===== src/rtl/ptd_pkg.sv =====
// Package for the trial-division primality tester.
// Holds widths, wheel constants and the sequencer types; no dependencies.
`default_nettype none

package ptd_pkg;

	localparam int CAND_BITS      = 32;
	localparam int VALUE_BITS_DEF = 32;

	localparam int DIV_TWO     = 2;
	localparam int DIV_THREE   = 3;
	localparam int SMALL_FIVE  = 5;
	localparam int WHEEL_FIRST = 5;
	localparam int WHEEL_STEP  = 6;
	localparam int PAIR_GAP    = 2;

	typedef enum logic [1:0] {
		ST_IDLE,
		ST_START,
		ST_WAIT,
		ST_FIN
	} ptd_state_t;

	typedef enum logic [1:0] {
		TEST_MOD2,
		TEST_MOD3,
		TEST_LO,
		TEST_HI
	} ptd_test_t;

endpackage

`default_nettype wire


===== src/rtl/ptd_if.sv =====
// Valid/ready channels of the primality tester: candidate in, flag out.
// Depends on ptd_pkg for the candidate width.
`default_nettype none

interface ptd_cand_if
	import ptd_pkg::*;
();
	logic                 valid;
	logic                 ready;
	logic [CAND_BITS-1:0] candidate;

	modport source (output valid, output candidate, input ready);
	modport sink (input valid, input candidate, output ready);
endinterface

interface ptd_result_if;
	logic valid;
	logic ready;
	logic is_prime;

	modport source (output valid, output is_prime, input ready);
	modport sink (input valid, input is_prime, output ready);
endinterface

`default_nettype wire


===== src/rtl/primality_trial_division.sv =====
// Top level of the trial-division primality tester (6k +/- 1 wheel).
// Depends on ptd_pkg, ptd_if and ptd_serial_div.
//
//   channel  | dir | handshake     | payload
//   ---------+-----+---------------+------------------------
//   cand     | in  | valid / ready | candidate [31:0]
//   result   | out | valid / ready | is_prime
//
// Each trial divisor is worked on the one bit-serial divider; 0..3 and 5 are
// settled in the idle state without it, and every other candidate is divided
// by 2, by 3 and then by the wheel pairs until a verdict is reached.
// One item is worked at a time; cand is ready whenever the sequencer is idle,
// also while a finished flag waits in the output register.
// Reset clears the sequencer and the output valid; no clearing pass.
`default_nettype none

module primality_trial_division
	import ptd_pkg::*;
#(
	parameter int VALUE_BITS = VALUE_BITS_DEF
) (
	input  wire logic     clk,
	input  wire logic     arst_n,
	ptd_cand_if.sink      cand,
	ptd_result_if.source  result
);

	ptd_state_t state_q, state_d;
	ptd_test_t  test_q, test_d;

	logic [CAND_BITS+VALUE_BITS-1:0] cand_ext;
	logic [VALUE_BITS-1:0]           n_in;
	logic [VALUE_BITS-1:0]           n_q;
	logic [VALUE_BITS-1:0]           d_q, d_d;
	logic                            res_q, res_d;
	logic                            out_valid_q;
	logic                            out_flag_q;
	logic                            out_load;
	logic                            accept;

	logic                  div_start;
	logic                  div_done;
	logic [VALUE_BITS-1:0] div_den;
	logic [VALUE_BITS-1:0] div_quot;
	logic [VALUE_BITS-1:0] div_rem;
	logic                  rem_zero;

	assign cand_ext = {{VALUE_BITS{1'b0}}, cand.candidate};
	assign n_in     = cand_ext[VALUE_BITS-1:0];
	assign accept   = cand.valid && cand.ready;
	assign rem_zero = (div_rem == '0);

	ptd_serial_div #(
		.VALUE_BITS (VALUE_BITS)
	) u_div (
		.clk       (clk),
		.arst_n    (arst_n),
		.start     (div_start),
		.dividend  (n_q),
		.divisor   (div_den),
		.done      (div_done),
		.quotient  (div_quot),
		.remainder (div_rem)
	);

	always_comb begin
		case (test_q)
			TEST_MOD2: div_den = VALUE_BITS'(DIV_TWO);
			TEST_MOD3: div_den = VALUE_BITS'(DIV_THREE);
			TEST_LO:   div_den = d_q;
			default:   div_den = d_q + VALUE_BITS'(PAIR_GAP);
		endcase
	end

	always_comb begin
		state_d    = state_q;
		test_d     = test_q;
		d_d        = d_q;
		res_d      = res_q;
		div_start  = 1'b0;
		cand.ready = 1'b0;
		out_load   = 1'b0;
		unique case (state_q)
			ST_IDLE: begin
				cand.ready = 1'b1;
				if (cand.valid) begin
					if (n_in <= VALUE_BITS'(1)) begin
						res_d   = 1'b0;
						state_d = ST_FIN;
					end else if (n_in <= VALUE_BITS'(DIV_THREE) ||
							n_in == VALUE_BITS'(SMALL_FIVE)) begin
						res_d   = 1'b1;
						state_d = ST_FIN;
					end else begin
						test_d  = TEST_MOD2;
						state_d = ST_START;
					end
				end
			end
			ST_START: begin
				div_start = 1'b1;
				state_d   = ST_WAIT;
			end
			ST_WAIT: begin
				if (div_done) begin
					state_d = ST_START;
					unique case (test_q)
						TEST_MOD2: begin
							test_d = TEST_MOD3;
						end
						TEST_MOD3: begin
							test_d = TEST_LO;
							d_d    = VALUE_BITS'(WHEEL_FIRST);
						end
						TEST_LO: begin
							test_d = TEST_HI;
						end
						TEST_HI: begin
							test_d = TEST_LO;
							d_d    = d_q + VALUE_BITS'(WHEEL_STEP);
						end
					endcase
					if (test_q == TEST_LO && div_quot < d_q) begin
						res_d   = 1'b1;
						state_d = ST_FIN;
					end else if (rem_zero) begin
						res_d   = 1'b0;
						state_d = ST_FIN;
					end
				end
			end
			ST_FIN: begin
				if (!out_valid_q || result.ready) begin
					out_load = 1'b1;
					state_d  = ST_IDLE;
				end
			end
		endcase
	end

	always_ff @(posedge clk or negedge arst_n) begin
		if (!arst_n) begin
			state_q     <= ST_IDLE;
			test_q      <= TEST_MOD2;
			out_valid_q <= 1'b0;
		end else begin
			state_q <= state_d;
			test_q  <= test_d;
			if (out_load) begin
				out_valid_q <= 1'b1;
			end else if (result.ready) begin
				out_valid_q <= 1'b0;
			end
		end
	end

	always_ff @(posedge clk) begin
		if (accept) begin
			n_q <= n_in;
		end
		d_q   <= d_d;
		res_q <= res_d;
		if (out_load) begin
			out_flag_q <= res_q;
		end
	end

	assign result.valid    = out_valid_q;
	assign result.is_prime = out_flag_q;

	a_done_in_wait: assert property (@(posedge clk) disable iff (!arst_n)
		div_done |-> state_q == ST_WAIT)
		else $error("divider finished outside the wait state");

	a_wheel_floor: assert property (@(posedge clk) disable iff (!arst_n)
		(state_q == ST_WAIT && (test_q == TEST_LO || test_q == TEST_HI))
			|-> d_q >= VALUE_BITS'(WHEEL_FIRST))
		else $error("wheel divisor below its first value");

	a_tiny_rejected: assert property (@(posedge clk) disable iff (!arst_n)
		(accept && n_in <= VALUE_BITS'(1)) |=> (state_q == ST_FIN && !res_q))
		else $error("zero or one not rejected at once");

	a_start_from_start: assert property (@(posedge clk) disable iff (!arst_n)
		div_start |=> (state_q == ST_WAIT && !div_done))
		else $error("divider start not followed by a wait");

endmodule

`default_nettype wire


===== src/rtl/ptd_serial_div.sv =====
// Radix-2 restoring divider: one quotient bit per cycle through shift registers.
// Depends on ptd_pkg for the default width.
`default_nettype none

module ptd_serial_div
	import ptd_pkg::*;
#(
	parameter int VALUE_BITS = VALUE_BITS_DEF
) (
	input  wire logic                  clk,
	input  wire logic                  arst_n,
	input  wire logic                  start,
	input  wire logic [VALUE_BITS-1:0] dividend,
	input  wire logic [VALUE_BITS-1:0] divisor,
	output logic                       done,
	output logic [VALUE_BITS-1:0]      quotient,
	output logic [VALUE_BITS-1:0]      remainder
);

	localparam int CNT_W = $clog2(VALUE_BITS + 1);

	logic                  busy_q;
	logic                  done_q;
	logic [CNT_W-1:0]      cnt_q;
	logic [VALUE_BITS-1:0] num_q;
	logic [VALUE_BITS-1:0] rem_q;
	logic [VALUE_BITS-1:0] den_q;
	logic [VALUE_BITS:0]   trial;
	logic [VALUE_BITS:0]   diff;
	logic                  qbit;

	assign trial = {rem_q, num_q[VALUE_BITS-1]};
	assign diff  = trial - {1'b0, den_q};
	assign qbit  = ~diff[VALUE_BITS];

	always_ff @(posedge clk or negedge arst_n) begin
		if (!arst_n) begin
			busy_q <= 1'b0;
			done_q <= 1'b0;
			cnt_q  <= '0;
		end else if (start) begin
			busy_q <= 1'b1;
			done_q <= 1'b0;
			cnt_q  <= CNT_W'(VALUE_BITS);
		end else if (busy_q) begin
			cnt_q <= cnt_q - CNT_W'(1);
			if (cnt_q == CNT_W'(1)) begin
				busy_q <= 1'b0;
				done_q <= 1'b1;
			end
		end else begin
			done_q <= 1'b0;
		end
	end

	always_ff @(posedge clk) begin
		if (start) begin
			num_q <= dividend;
			rem_q <= '0;
			den_q <= divisor;
		end else if (busy_q) begin
			num_q <= {num_q[VALUE_BITS-2:0], qbit};
			rem_q <= qbit ? diff[VALUE_BITS-1:0] : trial[VALUE_BITS-1:0];
		end
	end

	assign done      = done_q;
	assign quotient  = num_q;
	assign remainder = rem_q;

endmodule

`default_nettype wire

===== src/flat_wrapper.sv =====
// flat-port wrapper written by rule: the top's interface ports become plain ports
module primality_trial_division_flat import ptd_pkg::*;
#(
	parameter int VALUE_BITS = VALUE_BITS_DEF
)
  (clk, arst_n, cand_valid, cand_candidate, cand_ready, result_valid, result_is_prime, result_ready);
  ptd_cand_if cand_i ();
  ptd_result_if result_i ();
  input  wire logic clk;
  input  wire logic arst_n;
  input wire logic [$bits(cand_i.valid)-1:0] cand_valid;
  input wire logic [$bits(cand_i.candidate)-1:0] cand_candidate;
  output wire logic [$bits(cand_i.ready)-1:0] cand_ready;
  output wire logic [$bits(result_i.valid)-1:0] result_valid;
  output wire logic [$bits(result_i.is_prime)-1:0] result_is_prime;
  input wire logic [$bits(result_i.ready)-1:0] result_ready;
  assign cand_i.valid = cand_valid;
  assign cand_i.candidate = cand_candidate;
  assign cand_ready = cand_i.ready;
  assign result_valid = result_i.valid;
  assign result_is_prime = result_i.is_prime;
  assign result_i.ready = result_ready;
  primality_trial_division #(.VALUE_BITS(VALUE_BITS)) u_core (.clk(clk), .arst_n(arst_n), .cand(cand_i), .result(result_i));
endmodule

===== config.mk =====
export PLATFORM = sky130hd
export DESIGN_NAME = primality_trial_division_flat
export DESIGN_NICKNAME = d
export VERILOG_FILES = /design/src/rtl/ptd_pkg.sv /design/src/rtl/ptd_if.sv /design/src/rtl/primality_trial_division.sv /design/src/rtl/ptd_serial_div.sv /design/src/flat_wrapper.sv
export SDC_FILE = /design/constraint.sdc
export NUM_CORES = 1
export LEC_CHECK = 0
export BUFFER_PORTS_ARGS = -buffer_cell sky130_fd_sc_hd__buf_2
export CORE_MARGIN = 2
export CORE_UTILIZATION = 36
export DETAILED_ROUTE_END_ITERATION = 12
export GPL_ROUTABILITY_DRIVEN = 1
export PLACE_DENSITY_LB_ADDON = 0.12
export SETUP_SLACK_MARGIN = 0.4
export SYNTH_ARGS = -nofsm -noshare
export SYNTH_HDL_FRONTEND = slang
export SYNTH_SLANG_ARGS = --single-unit

===== constraint.sdc =====
create_clock -name clk -period 3.36 [get_ports clk]
set_input_delay 0.168 -clock clk [delete_from_list [all_inputs] [get_ports clk]]
set_output_delay 0.168 -clock clk [all_outputs]
set_load 0.01 [all_outputs]

==> flow_metrics.py, run 1 <==
metrics = {
    "setup_path": {
        "path_buf_inv": 3,
        "crit_top_cell": "buf_12",
        "worstSetupEndpointType": "flip-flop",
        "crit_fanout": 6,
        "cp.required_ns": 3.71,
        "crit_chain": "inv_2, ha_4, fa_2, nand2b_4, a21o_1, a21oi_2, a311o_2, a22oi_4, a21oi_4, buf_12, xnor2_4, buf_12, nand2_1, a31oi_1",
        "worst_path_max_delay_cell": "edfxtp_1",
        "crit_arrival_ns": 3.38,
        "worst-setup-path-type": "flip-flop to flip-flop",
        "cpLargestDelayFamily": "compound AO/OA/AOI/OAI gates",
        "start_kind": "flip-flop",
        "max_stage_delay_ns": 0.42,
    },
    "timing": {
        "fin_crit_sh_pct": 90.0,
        "period_needed_ns": 3.03,
        "finalHoldViolations": 0,
        "setup_viol": 0,
        "fin_skew_ns": 0.0223,
        "tightest_slew_ns": 0.839,
        "rsz0062_at_grt": "yes",
        "slew_viol_final": 0,
        "slew-limit-headroom_pct": 44.0,
        "timing.fmax_mhz": 331,
        "tns_ns": 0,
    },
    "flow_run": {
        "max-cap-violations": 0,
    },
    "global_route": {
        "grt_pass1_wl_um": 44300,
        "antenna_found_initial": 0,
        "met2_usage_pct": 29.5,
        "grt_usage_pct": 18.3,
        "gr-total-overflow": 0,
        "use_met1_pct": 25.5,
        "grt_pass1_vias": 8084,
        "use_met3_pct": 2.65,
        "grt-busiest-layer": "met2",
        "grt_start_max_net_pins": 71,
    },
    "synth": {
        "synth_fp_nets": 1222,
        "seq_area_frac_synth_pct": 46.0,
        "async_flop_share_pct": 7.47,
        "synth_area_per_cell_sq_um": 9.45,
        "ys_ff_latch": 174,
        "synth_edf_count": 129,
        "syn_area_sq_um": 10500,
        "yosys_warnings": 0,
        "synth_cell_types": 73,
        "netlist_instances": 1114,
        "synthFlopType": "edfxtp_1",
    },
    "power": {
        "leakage_uw": 0.00516,
        "power.density_nw_per_um2": 1010,
        "ir_worst_vdd_mv": 0.406,
    },
    "clocking": {
        "clockBufferDepth": 2,
        "cts.sinks": 174,
        "cts-root-buf": "clkbuf_16",
        "insertion_delay_ns": 0.44,
        "cts_made_buffers": 17,
        "cts_tree": "built",
        "cts-htree-levels": 4,
        "clk_pin_slew_worst_paths_ns": 0.08,
    },
    "die": {
        "initial_core_util_pct": 36.6,
        "coreArea_sq_um": 28800,
        "row_count": 62,
        "fp.dieW_um": 175,
        "die_area_sq_um": 30600,
        "num_io_pins": 39,
        "die_h_um": 175,
    },
    "run_status": {
        "status": "finished, final reports clean",
    },
    "detailed_routing": {
        "drtAntennaViolNets": 0,
        "vias": 8288,
        "viasPerCell": 5.18,
        "first_pass_iters": 5,
        "drc": 0,
        "dr.first_iter.drc_count": 394,
        "routed_wl_um": 27200,
        "drt-wirelength-per-cell_um": 17.0,
    },
    "placed_design": {
        "portBuffers": 38,
        "dpl.cell_count": 1513,
        "globalplace.congestion": 0.825,
        "dp_hpwl_um": 18500,
    },
    "layout": {
        "final_common_cell": "nand2_1",
        "area.growth.synth_to_final_pct": 19.1,
        "layout_common_cells": "nand2_1 (200), edfxtp_1 (129), inv_1 (75)",
        "stdcell_count": 1599,
        "drive_gt1_share_pct": 13.0,
        "layout.nets": 1310,
        "diodes": 0,
    },
    "hold_path": {
        "hold_path.class": "primary input to flip-flop",
    },
}
synth_stat cells (11+ instances only):
cell type | instances | area, sq um
a21o_1 | 33 | 248
a21oi_1 | 44 | 220
a31oi_1 | 25 | 156
and2_1 | 29 | 181
clkbuf_1 | 31 | 116
dfrtp_1 | 13 | 325
dfxtp_1 | 32 | 641
edfxtp_1 | 129 | 3870
ha_1 | 71 | 888
inv_1 | 77 | 289
mux2i_1 | 12 | 120
nand2_1 | 207 | 777
nand2b_1 | 11 | 68.8
nand3_1 | 35 | 175
nand4_1 | 30 | 188
nor2_1 | 37 | 139
nor3_1 | 11 | 55.1
nor4_1 | 19 | 119
o211ai_1 | 11 | 82.6
o21ai_0 | 64 | 320
o21ai_1 | 12 | 60.1
o31ai_1 | 11 | 82.6
xnor2_1 | 41 | 359
xor2_1 | 13 | 114
power by group:
group / leakage [uW] / internal, uW / switching (uW)
Combinational: 0.00321 / 3080 / 3850
Sequential: 0.00166 / 3210 / 554
Clock: 0.000289 / 1010 / 1010
path summary, 6_finish.rpt:
check / from / end / slack [ns] / cells past startpoint
worst max-delay path: u_core.u_div.quotient[31] / u_core.u_div.remainder[12] / 0.33 / 14
worst min-delay path: cand_valid / u_core.state_q[1] / 0.09 / 3
worst max register to register: u_core.u_div.quotient[31] / u_core.u_div.remainder[12] / 0.33 / 14
worst min register to register: u_core.res_q / u_core.result.is_prime / 0.43 / 0
max in group asynchronous: arst_n / u_core.u_div.cnt_q[5] / 2.98 / 2
min in group asynchronous: arst_n / u_core.state_q[1] / 0.14 / 2
kinds of logic (layout without fill, tap and decap cells):
| group | Yosys count | count (layout) | share of synthesized area (%) |
|---|---|---|---|
| buf+inv | 124 | 223 | 4.72 |
| compound gates | 252 | 252 | 15.4 |
| xor+xnor | 56 | 58 | 4.91 |
| flops | 174 | 174 | 46.0 |
| simple gates | 424 | 424 | 19.2 |
| mux | 12 | 12 | 1.14 |
| fa+ha+maj | 72 | 72 | 8.63 |
worst register-to-register path, stage by stage, from the launching register on:
cell and delay [ns]:
edfxtp_1 0.42, inv_2 0.10, ha_4 0.14, fa_2 0.21, nand2b_4 0.13, a21o_1 0.17, a21oi_2 0.08, a311o_2 0.42
a22oi_4 0.22, a21oi_4 0.09, buf_12 0.15, xnor2_4 0.38, buf_12 0.18, nand2_1 0.07, a31oi_1 0.19
routing by layer:
layer | part of all wire [%] | wire length [um]
met1 | 48 | 13100
met2 | 46 | 12500
met5 | 0 | 0
met4 | 1.9 | 512
met3 | 3.8 | 1040
metrics by stage:
step	util (%)	hold WS (ns)	total power (uW)	setup WS, ns	area [sq um]
floorplan	-	-0.128	7990	0.532	10500
global placement	38.9	0.0813	9420	0.173	11200
detailed placement	38.9	0.0746	9440	0.0760	11200
CTS	43.1	0.0687	12400	0.388	12400
global route	43.6	0.0846	13700	0.229	12500
finish	43.6	0.0853	12700	0.335	12500
flip-flops by register name (all words and copies together) (netlist names):
signal / cells
u_core.n_q: 32
u_core.u_div.den_q: 32
u_core.u_div.quotient: 32
u_core.u_div.remainder: 32
u_core.d_q: 31
u_core.u_div.cnt_q: 6
u_core.state_q: 2
u_core.test_q: 2
u_core.res_q: 1
u_core.result.is_prime: 1
u_core.result.valid: 1
u_core.u_div.busy_q: 1
u_core.u_div.done: 1
cell type report:
type | count | area (sq um)
timing repair buffer | 113 | 966
inverter | 78 | 293
multi-input combinational | 818 | 5370
clock inverter | 14 | 165
fill | 2753 | 16200
clock buffer | 18 | 429
tap | 384 | 480
sequential | 174 | 4840
what timing repair did:
item | in CTS | in global routing
setup buffers | 12 | 3
gates cloned | 4 | 1
pin swaps | 8 | 28
hold buffers | 34 | 0
endpoints found under the setup margin | 33 | 33
resized for setup | 11 | 23
endpoints found under the hold margin | 46 | 0
Power figures use the tool's default switching activity.
==> run 2: changes to the inputs <==
- CORE_ASPECT_RATIO: unset -> 1.25
- SETUP_SLACK_MARGIN: 0.4 -> 0.1
==> run 2 against run 1 <==
Wire length is 3.7% lower. Non-clock buffer count is 2 lower. Flip-flop and latch count is the same. Critical endpoint unchanged. Die area is essentially flat. Hold slack worse by 0.044 ns.
==> flow_metrics.py, run 2 (synthesis gave the netlist of run 1 again) <==
metrics = {
    "run_status": {
        "status": "finished, final reports clean",
    },
    "die": {
        "coreArea_sq_um": 29000,
        "num_io_pins": 39,
        "initial_core_util_pct": 36.3,
        "die_h_um": 195,
        "die_area_sq_um": 30600,
        "row_count": 70,
        "fp.dieW_um": 157,
    },
    "layout": {
        "final_common_cell": "nand2_1",
        "diodes": 0,
        "layout_common_cells": "nand2_1 (207), edfxtp_1 (129), inv_1 (76)",
        "area.growth.synth_to_final_pct": 16.9,
        "fillers": 2830,
        "layout.nets": 1307,
        "drive_gt1_share_pct": 10.9,
    },
    "timing": {
        "tns_ns": 0,
        "period_needed_ns": 3.10,
        "timing.fmax_mhz": 323,
        "slew-limit-headroom_pct": 45.1,
        "setup_viol": 0,
        "fin_skew_ns": 0.00797,
        "slew_viol_final": 0,
        "finalHoldViolations": 0,
        "rsz0062_at_grt": "no",
        "fin_crit_sh_pct": 92.2,
        "tightest_slew_ns": 0.823,
    },
    "global_route": {
        "grt_pass1_wl_um": 43000,
        "grt_start_max_net_pins": 71,
        "gr-total-overflow": 0,
        "grt_usage_pct": 17.9,
        "antenna_found_initial": 0,
        "grt_pass1_vias": 8166,
    },
    "clocking": {
        "cts_made_buffers": 17,
        "insertion_delay_ns": 0.43,
        "cts.sinks": 174,
        "clockBufferDepth": 2,
        "cts-htree-levels": 4,
        "cts-root-buf": "clkbuf_16",
        "clk_pin_slew_worst_paths_ns": 0.06,
        "cts_tree": "built",
    },
    "power": {
        "power_uw": 11900,
        "ir_worst_vdd_mv": 0.390,
        "leakage_uw": 0.00507,
        "power.density_nw_per_um2": 971,
    },
    "setup_path": {
        "cp.required_ns": 3.70,
        "worstSetupEndpointType": "flip-flop",
        "crit_arrival_ns": 3.44,
        "r2r-end": "u_core.u_div.remainder[12]",
        "worst-setup-path-type": "flip-flop to flip-flop",
        "max_stage_delay_ns": 0.39,
        "worst_path_max_delay_cell": "fa_1",
        "cp-endpoint": "u_core.u_div.remainder[12]",
        "crit_fanout": 10,
        "r2r_slack_ns": 0.26,
        "worstReg2RegStart": "u_core.u_div.quotient[31]",
        "crit_chain": "inv_1, ha_1, fa_1, nand2b_4, a21o_1, a21oi_2, a311o_2, a22oi_4, a21oi_4, xor2_4, buf_12, buf_4, nand2_1, a31oi_1",
        "start_kind": "flip-flop",
        "worstRegToRegCells": 14,
        "critical_path.startpoint": "u_core.u_div.quotient[31]",
    },
    "detailed_routing": {
        "vias": 8120,
        "drc": 0,
        "first_pass_iters": 5,
        "viasPerCell": 5.05,
        "drt-wirelength-per-cell_um": 16.3,
        "dr.first_iter.drc_count": 367,
        "routed_wl_um": 26200,
        "drtAntennaViolNets": 0,
    },
    "placed_design": {
        "dp_hpwl_um": 18900,
        "portBuffers": 38,
        "globalplace.congestion": 0.827,
    },
    "flow_run": {
        "max-cap-violations": 0,
    },
    "hold_path": {
        "hold_path.class": "primary input to flip-flop",
    },
}
run 2: changes by cell type in the layout (fill, tap and decap cells not counted), moves of 4 or more:
cell	previous run	this run
clkbuf_1	1	7
buf_12	5	1
nand2_1	200	207
inv_6	5	0
buf_4	31	36
clkinv_8	4	0
nand2_2	6	1
run 2: where the power goes:
part | total [uW] | internal, uW | switching, uW | leakage (uW)
registers | 3740 | 3210 | 523 | 0.00166
logic | 6280 | 2730 | 3550 | 0.00314
clock network | 1930 | 1110 | 819 | 0.000273
run 2: critical path: cells and delay by family, from the launching register on:
kind	cells	cell delay, ns
flip-flops	1	0.38
AND/OR/NAND/NOR	2	0.21
adder cells (fa/ha/maj)	2	0.58
AO/OA/AOI/OAI	6	1.24
XOR/XNOR	1	0.24
buffers and inverters	3	0.34
run 2: worst min-delay path by stage:
stage            startpoint                   to  slack (ns)  depth (start not counted)
2_1_floorplan        arst_n  u_core.result.valid       -0.13                          0
3_3_place_gp         arst_n    u_core.state_q[1]        0.08                          1
3_5_place_dp         arst_n    u_core.state_q[1]        0.08                          1
4_1_cts        result_ready  u_core.result.valid        0.02                          3
5_1_grt        result_ready  u_core.result.valid        0.05                          3
6_report       result_ready  u_core.result.valid        0.04                          3
run 2: area by class of cell:
class                           count  area [sq um]  area share [%]
Clock buffer                       26           502            4.08
Clock inverter                      6          60.1           0.488
Inverter                           78           293            2.38
Multi-Input combinational cell    817          5260            42.7
Sequential cell                   174          4840            39.3
Tap cell                          396           495            4.03
Timing Repair Buffer              111           858            6.98
run 2: per-stage QoR:
stage               area [sq um]  utilization (%)  worst slack, ns  std cells  hold slack (ns)
finish                     12300             42.4            0.264       1608           0.0416
global route               12300             42.4           0.0888       1608           0.0483
global placement           11200             38.8            0.205       1530           0.0774
detailed placement         11200             38.8            0.136       1530           0.0801
CTS                        12100             41.8            0.110       1595           0.0167
floorplan                  10500                -            0.532       1114           -0.128
run 2: layer usage:
| layer | vias to the layer above | track usage, % | wire length, um |
|---|---|---|---|
| met5 | - | 0 | 0 |
| met2 | 127 | 31.1 | 13300 |
| met1 | 3793 | 22.8 | 11800 |
| li1 | 4173 | - | - |
| met4 | 0 | 5.61 | 494 |
| met3 | 27 | 2.46 | 524 |
run 2: repair_timing:
| item | in CTS | in global routing |
|---|---|---|
| hold endpoints to repair | 45 | 0 |
| gates resized for setup | 0 | 8 |
| hold buffers | 33 | 0 |
| setup buffers | 0 | 11 |
| setup endpoints to repair | 0 | 32 |
